`config.mk`:
```
export PLATFORM = sky130hd
export DESIGN_NAME = ip_fragment_reassembly_tracker_core
export DESIGN_NICKNAME = d
export VERILOG_FILES = /design/src/rtl/core/ipfr_pkg.sv /design/src/rtl/core/ip_fragment_reassembly_tracker_core.sv /design/src/rtl/core/ipfr_alu.sv
export SDC_FILE = /design/constraint.sdc
export NUM_CORES = 2
export LEC_CHECK = 0
export ABC_AREA = 0
export BUFFER_PORTS_ARGS = -buffer_cell sky130_fd_sc_hd__buf_2
export CORE_ASPECT_RATIO = 0.6
export CORE_UTILIZATION = 55
export CTS_CLUSTER_SIZE = 12
export DETAILED_ROUTE_END_ITERATION = 6
export PLACE_DENSITY = 0.72
export SETUP_SLACK_MARGIN = 0.3
export SLEW_MARGIN = 20
export SYNTH_ARGS = -nofsm -noshare
export SYNTH_HDL_FRONTEND = slang
export SYNTH_SLANG_ARGS = --single-unit
```
`constraint.sdc`:
```
create_clock -name clock -period 8.3 [get_ports clock]
set_input_delay 1.66 -clock clock [delete_from_list [all_inputs] [get_ports clock]]
set_output_delay 1.66 -clock clock [all_outputs]
set_load 0.02 [all_outputs]
```
`src/rtl/core/ipfr_pkg.sv`:
```
// shared types and constants of the ip fragment reassembly tracker
package ipfr_pkg;

   localparam int BUF_BYTES = 8192;
   localparam int MAP_DEPTH = BUF_BYTES / 64 + 1;
   localparam int MAP_AW    = $clog2(MAP_DEPTH);
   localparam int LEN_W     = 14;
   localparam int ALU_W     = 17;

   localparam logic [LEN_W-1:0] BUF_LIMIT = LEN_W'(BUF_BYTES);
   localparam logic [LEN_W-1:0] LIMIT_RESET = LEN_W'(8192);

   typedef enum logic [1:0] {
      ST_MISMATCH = 2'd0,
      ST_OVERFLOW = 2'd1,
      ST_STORED   = 2'd2,
      ST_COMPLETE = 2'd3
   } status_type;

   typedef enum logic {
      ALU_SUB = 1'b0,
      ALU_ADD = 1'b1
   } alu_op_type;

   typedef struct packed {
      alu_op_type       op;
      logic [ALU_W-1:0] a;
      logic [ALU_W-1:0] b;
   } alu_req_type;

   typedef struct packed {
      logic [ALU_W-1:0] value;
      logic             neg;
   } alu_rsp_type;

endpackage

```
`src/rtl/core/ip_fragment_reassembly_tracker_core.sv`:
```
// top level of the ip fragment reassembly tracker: sequencer, coverage map and result register
//
//  channel | dir | handshake             | payload
//  --------+-----+-----------------------+----------------------------------------------
//  req     | in  | req_tvalid/req_tready | tdata: fragment descriptor, tuser: more_frags
//  rsp     | out | rsp_tvalid/rsp_tready | tdata: base, len, total, tuser: status
//  csr     | in  | csr_valid/csr_ready   | csr_data: buffer_limit
//
// one fragment passes through key compare, four shared-adder steps, marking of the map bytes
// it touches, a check of the map once the last fragment is known (else skipped), an output
// load and the idle state
// req_tready is high only while the sequencer is idle; a result waiting in the output
// register holds back only the next result, so the next beat can be taken while rsp stalls
// synchronous active-high reset; map valid bits clear at once, no clearing pass
module ip_fragment_reassembly_tracker_core
   import ipfr_pkg::*;
(
   input  logic         clock,
   input  logic         reset,
   input  logic         req_tvalid,
   output logic         req_tready,
   // [31:0] src_addr, [63:32] dst_addr, [79:64] ident, [95:80] total_len,
   // [99:96] header_words, [112:100] frag_offset, [119:113] zero
   input  logic [119:0] req_tdata,
   // [0] more_frags
   input  logic         req_tuser,
   output logic         rsp_tvalid,
   input  logic         rsp_tready,
   // [13:0] write_base, [27:14] write_len, [41:28] payload_total, [47:42] zero
   output logic [47:0]  rsp_tdata,
   // [1:0] status
   output logic [1:0]   rsp_tuser,
   input  logic         csr_valid,
   output logic         csr_ready,
   input  logic [13:0]  csr_data
);

   typedef enum logic [10:0] {
      S_IDLE = 11'b000_0000_0001,
      S_KEY  = 11'b000_0000_0010,
      S_LEN  = 11'b000_0000_0100,
      S_END  = 11'b000_0000_1000,
      S_LIM1 = 11'b000_0001_0000,
      S_LIM2 = 11'b000_0010_0000,
      S_MARK = 11'b000_0100_0000,
      S_MWB  = 11'b000_1000_0000,
      S_CHK  = 11'b001_0000_0000,
      S_CHKW = 11'b010_0000_0000,
      S_OUT  = 11'b100_0000_0000
   } state_type;

   state_type state_ff, state_in;

   // captured fragment
   logic [31:0] f_src_ff, f_src_in;
   logic [31:0] f_dst_ff, f_dst_in;
   logic [15:0] f_ident_ff, f_ident_in;
   logic [15:0] f_tlen_ff, f_tlen_in;
   logic [3:0]  f_hw_ff, f_hw_in;
   logic [12:0] f_fo_ff, f_fo_in;
   logic        f_more_ff, f_more_in;

   // packet state
   logic             busy_ff, busy_in;
   logic [31:0]      key_src_ff, key_src_in;
   logic [31:0]      key_dst_ff, key_dst_in;
   logic [15:0]      key_ident_ff, key_ident_in;
   logic             last_seen_ff, last_seen_in;
   logic [LEN_W-1:0] packet_len_ff, packet_len_in;
   logic [LEN_W-1:0] limit_ff;

   // working registers
   logic [ALU_W-1:0]  len_ff, len_in;
   logic [ALU_W-1:0]  end_ff, end_in;
   logic [MAP_AW-1:0] ptr_ff, ptr_in;
   logic              pend_ff, pend_in;
   logic [MAP_AW-1:0] pend_addr_ff, pend_addr_in;
   logic              ok_ff, ok_in;

   // staged result and output register
   status_type       res_status_ff, res_status_in;
   logic [LEN_W-1:0] res_base_ff, res_base_in;
   logic [LEN_W-1:0] res_len_ff, res_len_in;
   logic [LEN_W-1:0] res_total_ff, res_total_in;
   logic             rsp_valid_ff, rsp_valid_in;
   status_type       rsp_status_ff, rsp_status_in;
   logic [LEN_W-1:0] rsp_base_ff, rsp_base_in;
   logic [LEN_W-1:0] rsp_len_ff, rsp_len_in;
   logic [LEN_W-1:0] rsp_total_ff, rsp_total_in;

   // coverage map: one byte per 64 payload bytes, msb is the lowest 8-byte block
   logic [7:0]           map_mem [MAP_DEPTH];
   logic [MAP_DEPTH-1:0] map_valid_ff;
   logic [7:0]           rd_data_ff;
   logic                 rd_hit_ff;
   logic                 mem_we;
   logic [MAP_AW-1:0]    mem_waddr;
   logic [7:0]           mem_wdata;
   logic [MAP_AW-1:0]    mem_raddr;
   logic                 map_clear;

   alu_req_type alu_req;
   alu_rsp_type alu_rsp;

   ipfr_alu u_alu (
      .req (alu_req),
      .rsp (alu_rsp)
   );

   logic             req_fire;
   logic [LEN_W-1:0] limit_eff;
   logic             key_match;
   logic [7:0]       rd_word;
   logic [MAP_AW-1:0] first_byte;
   logic [MAP_AW-1:0] last_byte;
   logic [MAP_AW-1:0] full_byte;
   logic [7:0]       lo_mask;
   logic [7:0]       hi_mask;
   logic [7:0]       want;
   logic [7:0]       expect_word;
   logic             chk_eq;
   logic             last_next;
   logic [LEN_W-1:0] frag_base;

   assign req_tready = (state_ff == S_IDLE);
   assign req_fire   = req_tvalid & req_tready;
   assign csr_ready  = 1'b1;

   assign rsp_tvalid = rsp_valid_ff;
   assign rsp_tdata  = {6'b0, rsp_total_ff, rsp_len_ff, rsp_base_ff};
   assign rsp_tuser  = rsp_status_ff;

   always_comb begin
      // limit above the buffer size is held to the buffer size
      limit_eff = (limit_ff > BUF_LIMIT) ? BUF_LIMIT : limit_ff;
      key_match = (key_src_ff == f_src_ff) && (key_dst_ff == f_dst_ff) &&
                  (key_ident_ff == f_ident_ff);
      rd_word    = rd_hit_ff ? rd_data_ff : 8'h00;
      // offsets past the limit never reach the map, so these part-selects hold
      first_byte = f_fo_ff[10:3];
      last_byte  = end_ff[13:6];
      full_byte  = packet_len_ff[13:6];
      frag_base  = {f_fo_ff[10:0], 3'b000};
      // bits of the blocks inside [offset, end) for the byte being written
      lo_mask = (pend_addr_ff == first_byte) ? (8'hFF >> f_fo_ff[2:0]) : 8'hFF;
      hi_mask = (pend_addr_ff == last_byte) ? ~(8'hFF >> end_ff[5:3]) : 8'hFF;
      // the end byte must hold exactly the blocks below packet_len
      want        = ~(8'hFF >> packet_len_ff[5:3]);
      expect_word = (pend_addr_ff == full_byte) ? want : 8'hFF;
      chk_eq      = (rd_word == expect_word);
      last_next   = last_seen_ff | ~f_more_ff;
   end

   always_comb begin
      state_in      = state_ff;
      f_src_in      = f_src_ff;
      f_dst_in      = f_dst_ff;
      f_ident_in    = f_ident_ff;
      f_tlen_in     = f_tlen_ff;
      f_hw_in       = f_hw_ff;
      f_fo_in       = f_fo_ff;
      f_more_in     = f_more_ff;
      busy_in       = busy_ff;
      key_src_in    = key_src_ff;
      key_dst_in    = key_dst_ff;
      key_ident_in  = key_ident_ff;
      last_seen_in  = last_seen_ff;
      packet_len_in = packet_len_ff;
      len_in        = len_ff;
      end_in        = end_ff;
      ptr_in        = ptr_ff;
      pend_in       = pend_ff;
      pend_addr_in  = pend_addr_ff;
      ok_in         = ok_ff;
      res_status_in = res_status_ff;
      res_base_in   = res_base_ff;
      res_len_in    = res_len_ff;
      res_total_in  = res_total_ff;
      rsp_valid_in  = rsp_valid_ff & ~rsp_tready;
      rsp_status_in = rsp_status_ff;
      rsp_base_in   = rsp_base_ff;
      rsp_len_in    = rsp_len_ff;
      rsp_total_in  = rsp_total_ff;

      mem_we    = 1'b0;
      mem_waddr = pend_addr_ff;
      mem_wdata = rd_word | (lo_mask & hi_mask);
      mem_raddr = ptr_ff;
      map_clear = 1'b0;

      alu_req.op = ALU_SUB;
      alu_req.a  = {1'b0, f_tlen_ff};
      alu_req.b  = {11'b0, f_hw_ff, 2'b00};

      unique case (state_ff)
         S_IDLE: begin
            if (req_fire) begin
               f_src_in   = req_tdata[31:0];
               f_dst_in   = req_tdata[63:32];
               f_ident_in = req_tdata[79:64];
               f_tlen_in  = req_tdata[95:80];
               f_hw_in    = req_tdata[99:96];
               f_fo_in    = req_tdata[112:100];
               f_more_in  = req_tuser;
               state_in   = S_KEY;
            end
         end
         S_KEY: begin
            if (!busy_ff) begin
               // idle: this fragment opens a new packet
               busy_in      = 1'b1;
               key_src_in   = f_src_ff;
               key_dst_in   = f_dst_ff;
               key_ident_in = f_ident_ff;
               last_seen_in = 1'b0;
               map_clear    = 1'b1;
               state_in     = S_LEN;
            end else if (!key_match) begin
               res_status_in = ST_MISMATCH;
               res_base_in   = '0;
               res_len_in    = '0;
               res_total_in  = '0;
               state_in      = S_OUT;
            end else begin
               state_in = S_LEN;
            end
         end
         S_LEN: begin
            // payload length; a header longer than the packet is an overflow
            len_in = alu_rsp.value;
            if (alu_rsp.neg) begin
               busy_in       = 1'b0;
               res_status_in = ST_OVERFLOW;
               res_base_in   = '0;
               res_len_in    = '0;
               res_total_in  = '0;
               state_in      = S_OUT;
            end else begin
               state_in = S_END;
            end
         end
         S_END: begin
            alu_req.op = ALU_ADD;
            alu_req.a  = {1'b0, f_fo_ff, 3'b000};
            alu_req.b  = len_ff;
            end_in     = alu_rsp.value;
            state_in   = S_LIM1;
         end
         S_LIM1: begin
            alu_req.op = ALU_SUB;
            alu_req.a  = {3'b0, limit_eff};
            alu_req.b  = {1'b0, f_fo_ff, 3'b000};
            if (alu_rsp.neg) begin
               busy_in       = 1'b0;
               res_status_in = ST_OVERFLOW;
               res_base_in   = '0;
               res_len_in    = '0;
               res_total_in  = '0;
               state_in      = S_OUT;
            end else begin
               state_in = S_LIM2;
            end
         end
         S_LIM2: begin
            alu_req.op = ALU_SUB;
            alu_req.a  = {3'b0, limit_eff};
            alu_req.b  = end_ff;
            if (alu_rsp.neg) begin
               busy_in       = 1'b0;
               res_status_in = ST_OVERFLOW;
               res_base_in   = '0;
               res_len_in    = '0;
               res_total_in  = '0;
               state_in      = S_OUT;
            end else begin
               ptr_in   = first_byte;
               pend_in  = 1'b0;
               state_in = S_MARK;
            end
         end
         S_MARK: begin
            // read byte ptr while the byte read last cycle is written back
            mem_we       = pend_ff;
            pend_in      = 1'b1;
            pend_addr_in = ptr_ff;
            if (ptr_ff == last_byte) begin
               state_in = S_MWB;
            end else begin
               ptr_in = ptr_ff + 1'b1;
            end
         end
         S_MWB: begin
            mem_we  = 1'b1;
            pend_in = 1'b0;
            if (!f_more_ff) begin
               last_seen_in  = 1'b1;
               packet_len_in = end_ff[LEN_W-1:0];
            end
            if (last_next) begin
               ptr_in   = '0;
               ok_in    = 1'b1;
               state_in = S_CHK;
            end else begin
               res_status_in = ST_STORED;
               res_base_in   = frag_base;
               res_len_in    = len_ff[LEN_W-1:0];
               res_total_in  = '0;
               state_in      = S_OUT;
            end
         end
         S_CHK: begin
            // bytes below the end byte must be full, the end byte exact
            if (pend_ff) begin
               ok_in = ok_ff & chk_eq;
            end
            pend_in      = 1'b1;
            pend_addr_in = ptr_ff;
            if (ptr_ff == full_byte) begin
               state_in = S_CHKW;
            end else begin
               ptr_in = ptr_ff + 1'b1;
            end
         end
         S_CHKW: begin
            pend_in     = 1'b0;
            res_base_in = frag_base;
            res_len_in  = len_ff[LEN_W-1:0];
            if (ok_ff & chk_eq) begin
               busy_in       = 1'b0;
               res_status_in = ST_COMPLETE;
               res_total_in  = packet_len_ff;
            end else begin
               res_status_in = ST_STORED;
               res_total_in  = '0;
            end
            state_in = S_OUT;
         end
         S_OUT: begin
            if (!rsp_valid_ff || rsp_tready) begin
               rsp_valid_in  = 1'b1;
               rsp_status_in = res_status_ff;
               rsp_base_in   = res_base_ff;
               rsp_len_in    = res_len_ff;
               rsp_total_in  = res_total_ff;
               state_in      = S_IDLE;
            end
         end
         default: begin
            state_in = S_IDLE;
         end
      endcase
   end

   always_ff @(posedge clock) begin
      if (reset) begin
         state_ff      <= S_IDLE;
         busy_ff       <= 1'b0;
         key_src_ff    <= '0;
         key_dst_ff    <= '0;
         key_ident_ff  <= '0;
         last_seen_ff  <= 1'b0;
         packet_len_ff <= '0;
         limit_ff      <= LIMIT_RESET;
         pend_ff       <= 1'b0;
         rsp_valid_ff  <= 1'b0;
      end else begin
         state_ff      <= state_in;
         busy_ff       <= busy_in;
         key_src_ff    <= key_src_in;
         key_dst_ff    <= key_dst_in;
         key_ident_ff  <= key_ident_in;
         last_seen_ff  <= last_seen_in;
         packet_len_ff <= packet_len_in;
         if (csr_valid && csr_ready) begin
            limit_ff <= csr_data;
         end
         pend_ff       <= pend_in;
         rsp_valid_ff  <= rsp_valid_in;
      end
   end

   // payload registers, no reset
   always_ff @(posedge clock) begin
      f_src_ff      <= f_src_in;
      f_dst_ff      <= f_dst_in;
      f_ident_ff    <= f_ident_in;
      f_tlen_ff     <= f_tlen_in;
      f_hw_ff       <= f_hw_in;
      f_fo_ff       <= f_fo_in;
      f_more_ff     <= f_more_in;
      len_ff        <= len_in;
      end_ff        <= end_in;
      ptr_ff        <= ptr_in;
      pend_addr_ff  <= pend_addr_in;
      ok_ff         <= ok_in;
      res_status_ff <= res_status_in;
      res_base_ff   <= res_base_in;
      res_len_ff    <= res_len_in;
      res_total_ff  <= res_total_in;
      rsp_status_ff <= rsp_status_in;
      rsp_base_ff   <= rsp_base_in;
      rsp_len_ff    <= rsp_len_in;
      rsp_total_ff  <= rsp_total_in;
   end

   // map memory with registered read
   always_ff @(posedge clock) begin
      if (mem_we) begin
         map_mem[mem_waddr] <= mem_wdata;
      end
      rd_data_ff <= map_mem[mem_raddr];
   end

   // per-byte valid bits: an unwritten byte reads as zero
   always_ff @(posedge clock) begin
      if (reset) begin
         map_valid_ff <= '0;
         rd_hit_ff    <= 1'b0;
      end else begin
         if (map_clear) begin
            map_valid_ff <= '0;
         end else if (mem_we) begin
            map_valid_ff[mem_waddr] <= 1'b1;
         end
         rd_hit_ff <= map_valid_ff[mem_raddr] & ~map_clear;
      end
   end

endmodule

```
`src/rtl/core/ipfr_alu.sv`:
```
// shared add/subtract unit with borrow flag for length and limit checks
module ipfr_alu
   import ipfr_pkg::*;
(
   input  alu_req_type req,
   output alu_rsp_type rsp
);

   logic [ALU_W:0] sum;

   always_comb begin
      unique case (req.op)
         ALU_ADD: sum = {1'b0, req.a} + {1'b0, req.b};
         ALU_SUB: sum = {1'b0, req.a} - {1'b0, req.b};
         default: sum = '0;
      endcase
      rsp.value = sum[ALU_W-1:0];
      // set when a subtraction went below zero or an addition carried out
      rsp.neg   = sum[ALU_W];
   end

endmodule
```
==> metrics.txt <==
Final Hold Viols=0; status=complete, no violations; Ys Warns=0; Placement Cell Area=63290 sq um; syn avg cell area=17.51 sq um; Final #Nets=3807; global placer's final weighted congestion=a little over 0.9; hold_ws=between 0.4 and 0.5 ns; Num CTS Buffers=147; Worst-path clk slew=0.06 ns; ys async rst share=0%; Yosys top cell by area=edfxtp_1; MaxCap Viol Count=0; Pwr Density=222.0 nW/um^2; total global routing overflow=0; share of layout cells above drive strength 1=21.35%; Seq/Total Area, Yosys=71.73%; HPWL after detailed placement=between 90000 and 100000 um; Post-synth EDFFs=1279; CP endpoint kind=flip-flop; largest net degree at the start of global routing=122; Tot Pwr=~15000 uW; Hold Path Stages=0; post-synth top area share=between 60% and 70%; maximum operating frequency=138.2 MHz; largest family of logic cells by synthesized area=multiplexers; Final Instance Area=67720 sq um; CTS max path bufs=3; area of the core=109600 sq um; H-tree Lvls=4; number of setup violations in the final report=0; RSZ-0062 raised after global routing=no; initial antenna violation count=11; I/O pin count=just under 200; WP data required=8.73 ns; DIE AREA=112000 sq um; period utilization=87.18%; Post-Synth Simple-Gate Area=under 10%; vias in the first global route=30880; CTS tree=done; Mapped Area=between 60000 and 70000 sq um; peak supply drop=approximately 0.18 mV; Slew Viols, Final=0; buffers added on ports=175; Worst Tran Pin Value=1.130 ns; Hold-fix buffers, CTS=0; DP Cell Count=about 5000; worst skew pair latency=0.79 ns; reg2reg path depth=22; Layout Cells excl Fill=around 5300; Die H=259.6 um; first-pass GRT wire length=between 200000 and 250000 um; leakage power=0.02211 uW; XOR/XNOR share of the synthesized area=2.277%; adder-cell share of the synthesized area=0.4032%; Synth-to-Final Area Change=11.33%; drt wl/cell=approximately 28 um; Post-Route WL=144700 um; Vias=between 30000 and 40000; Crit Path Category=flip-flop to flip-flop; critical-path maximum fanout=29; relative slew slack=24.40%; Gate Count Post-Synth=~3500; Post-synth top cells=1279 x edfxtp_1, 369 x mux4_2, 288 x nand2_1; post-CTS setup buffers=0; TritonCTS Sinks=approximately 1500; Initial DRC Count=4116; Synth area leaders=edfxtp_1 63%, mux4_2 14%, dfxtp_1 8.6%; ANT nets after route=0; Primary FF master, synth=edfxtp_1; post-cts gate resize count=0; CP startpoint kind=flip-flop; row cnt=94; via-per-instance ratio=6.188; most common cell in the synthesized netlist=edfxtp_1; post-synthesis mux area share=14.19%; floorplan die width=431.3 um; Initial Util=55.49%; DRT Pass-1 Iters=6; Yosys cell types=70; crit path time final=7.236 ns; aggregate global-route resource usage=25.79%; Setup TNS=0 ns; residual DRC count=0; Data arrival, critical path=approximately 7.7 ns; root buffer cell=clkbuf_16; worst min path class=flip-flop to flip-flop; Final Skew=roughly 0.041 ns; FF+latch count, synth=1540; area fraction in compound gates after synthesis=4.282%
[cells in the final DEF, fill, tap and decap left out, types with 7 or more instances in the layout]
master | synthesis | routed
o21ai_0 | 41 | 39
conb_1 | 2 | 10
o21a_1 | 132 | 132
nor4_1 | 31 | 30
a22o_1 | 12 | 12
xor2_1 | 93 | 93
nand2_1 | 288 | 282
buf_4 | 12 | 39
clkbuf_16 | 0 | 148
nor2_2 | 0 | 12
nand4_1 | 16 | 16
mux2i_1 | 32 | 32
nor2b_1 | 49 | 48
nand2b_1 | 18 | 18
edfxtp_1 | 1279 | 1279
clkbuf_1 | 148 | 101
mux4_2 | 369 | 369
nor3_1 | 13 | 12
buf_2 | 5 | 174
and2_1 | 18 | 17
ha_1 | 18 | 18
inv_1 | 15 | 15
a21oi_1 | 134 | 134
nand3b_1 | 14 | 14
dfxtp_1 | 261 | 261
a31oi_1 | 7 | 7
nor2_1 | 203 | 189
a211oi_1 | 16 | 16
a22oi_1 | 16 | 16
xnor2_1 | 62 | 62
nand3_1 | 51 | 51
[path summary, 6_finish.rpt]
kind / start / to / slack [ns]
max reg2reg: state_ff[0]$_SDFFE_PP1P_ / res_total_ff[5]$_SDFFCE_PN0P_ / 1.06
min reg2reg: res_len_ff[10]$_SDFFCE_PN0P_ / rsp_len_ff[10]$_DFFE_PP_ / 0.42
min: res_len_ff[10]$_SDFFCE_PN0P_ / rsp_len_ff[10]$_DFFE_PP_ / 0.42
max: state_ff[0]$_SDFFE_PP1P_ / res_total_ff[5]$_SDFFCE_PN0P_ / 1.06
[logic make-up after synthesis]
logic type,Yosys count
AO/OA/AOI/OAI,399
XOR/XNOR,156
adder cells (fa/ha/maj),19
buffers and inverters,218
flip-flops,1540
multiplexers,401
other,2
AND/OR/NAND/NOR,738
[sequential cells by signal (all words and copies together), names as in the netlist, 11 cells and up]
register / flops
end_ff: 17
f_src_ff: 32
f_fo_ff: 13
res_total_ff: 14
rsp_total_ff: 14
f_ident_ff: 16
key_src_ff: 32
map_mem: 1032
key_ident_ff: 16
rsp_len_ff: 14
res_base_ff: 11
packet_len_ff: 14
res_len_ff: 14
state_ff: 11
map_valid_ff: 129
f_tlen_ff: 16
f_dst_ff: 32
limit_ff: 14
len_ff: 17
key_dst_ff: 32
rsp_base_ff: 11
[metrics by stage]
stage | utilization [%] | worst slack [ns]
6_report | 61.78 | 1.064
2_1_floorplan | - | 1.045
4_1_cts | 61.71 | 1.241
3_5_place_dp | 57.74 | 1.298
5_1_grt | 61.78 | 0.6084
3_3_place_gp | 57.73 | 1.500
[worst max-delay path, stage by stage (launching register included)]
cell and delay, ns:
dfxtp_1 0.36, nor4b_2 0.74, nand3_1 0.16, buf_4 0.26
inv_2 0.41, nor2_1 0.14, a21oi_1 0.40, nand3_1 0.29
nor4_1 0.50, nand3_1 0.17, xnor2_1 0.15, a21oi_1 0.30
ha_1 0.26, a21oi_1 0.08, a21oi_1 0.27, o311ai_0 0.20
o21ai_0 0.21, inv_1 0.12, a211oi_4 0.34, mux2i_1 0.38
o31ai_1 0.17, inv_1 0.47, buf_4 0.45
[area by class of cell]
type	instances	area, sq um
Antenna cell	6	15.01
Clock buffer	252	4124
Clock inverter	15	231.5
Fill cell	7836	41890
Inverter	16	60.06
Multi-Input combinational cell	1723	16490
Sequential cell	1540	43630
Tap cell	1488	1862
Timing Repair Buffer	220	1306
[routing by layer]
metal | track usage [%] | up-vias | wire [um]
met4 | 6.639 | 8 | 2562
met3 | 10.47 | 191 | 19510
met2 | 33.16 | 1692 | 59610
met5 | 1.303 | - | 99
met1 | 40.23 | 16710 | 62950
li1 | - | 13950 | -
[power breakdown]
part | total, uW | internal, uW | switching [uW]
logic | 350 | 123 | 227
registers | 8430 | 8370 | 58.3
clock network | 6260 | 3400 | 2850
total | 15000 | 11900 | 3140
Note: power is estimated with default switching activity, not from simulation.
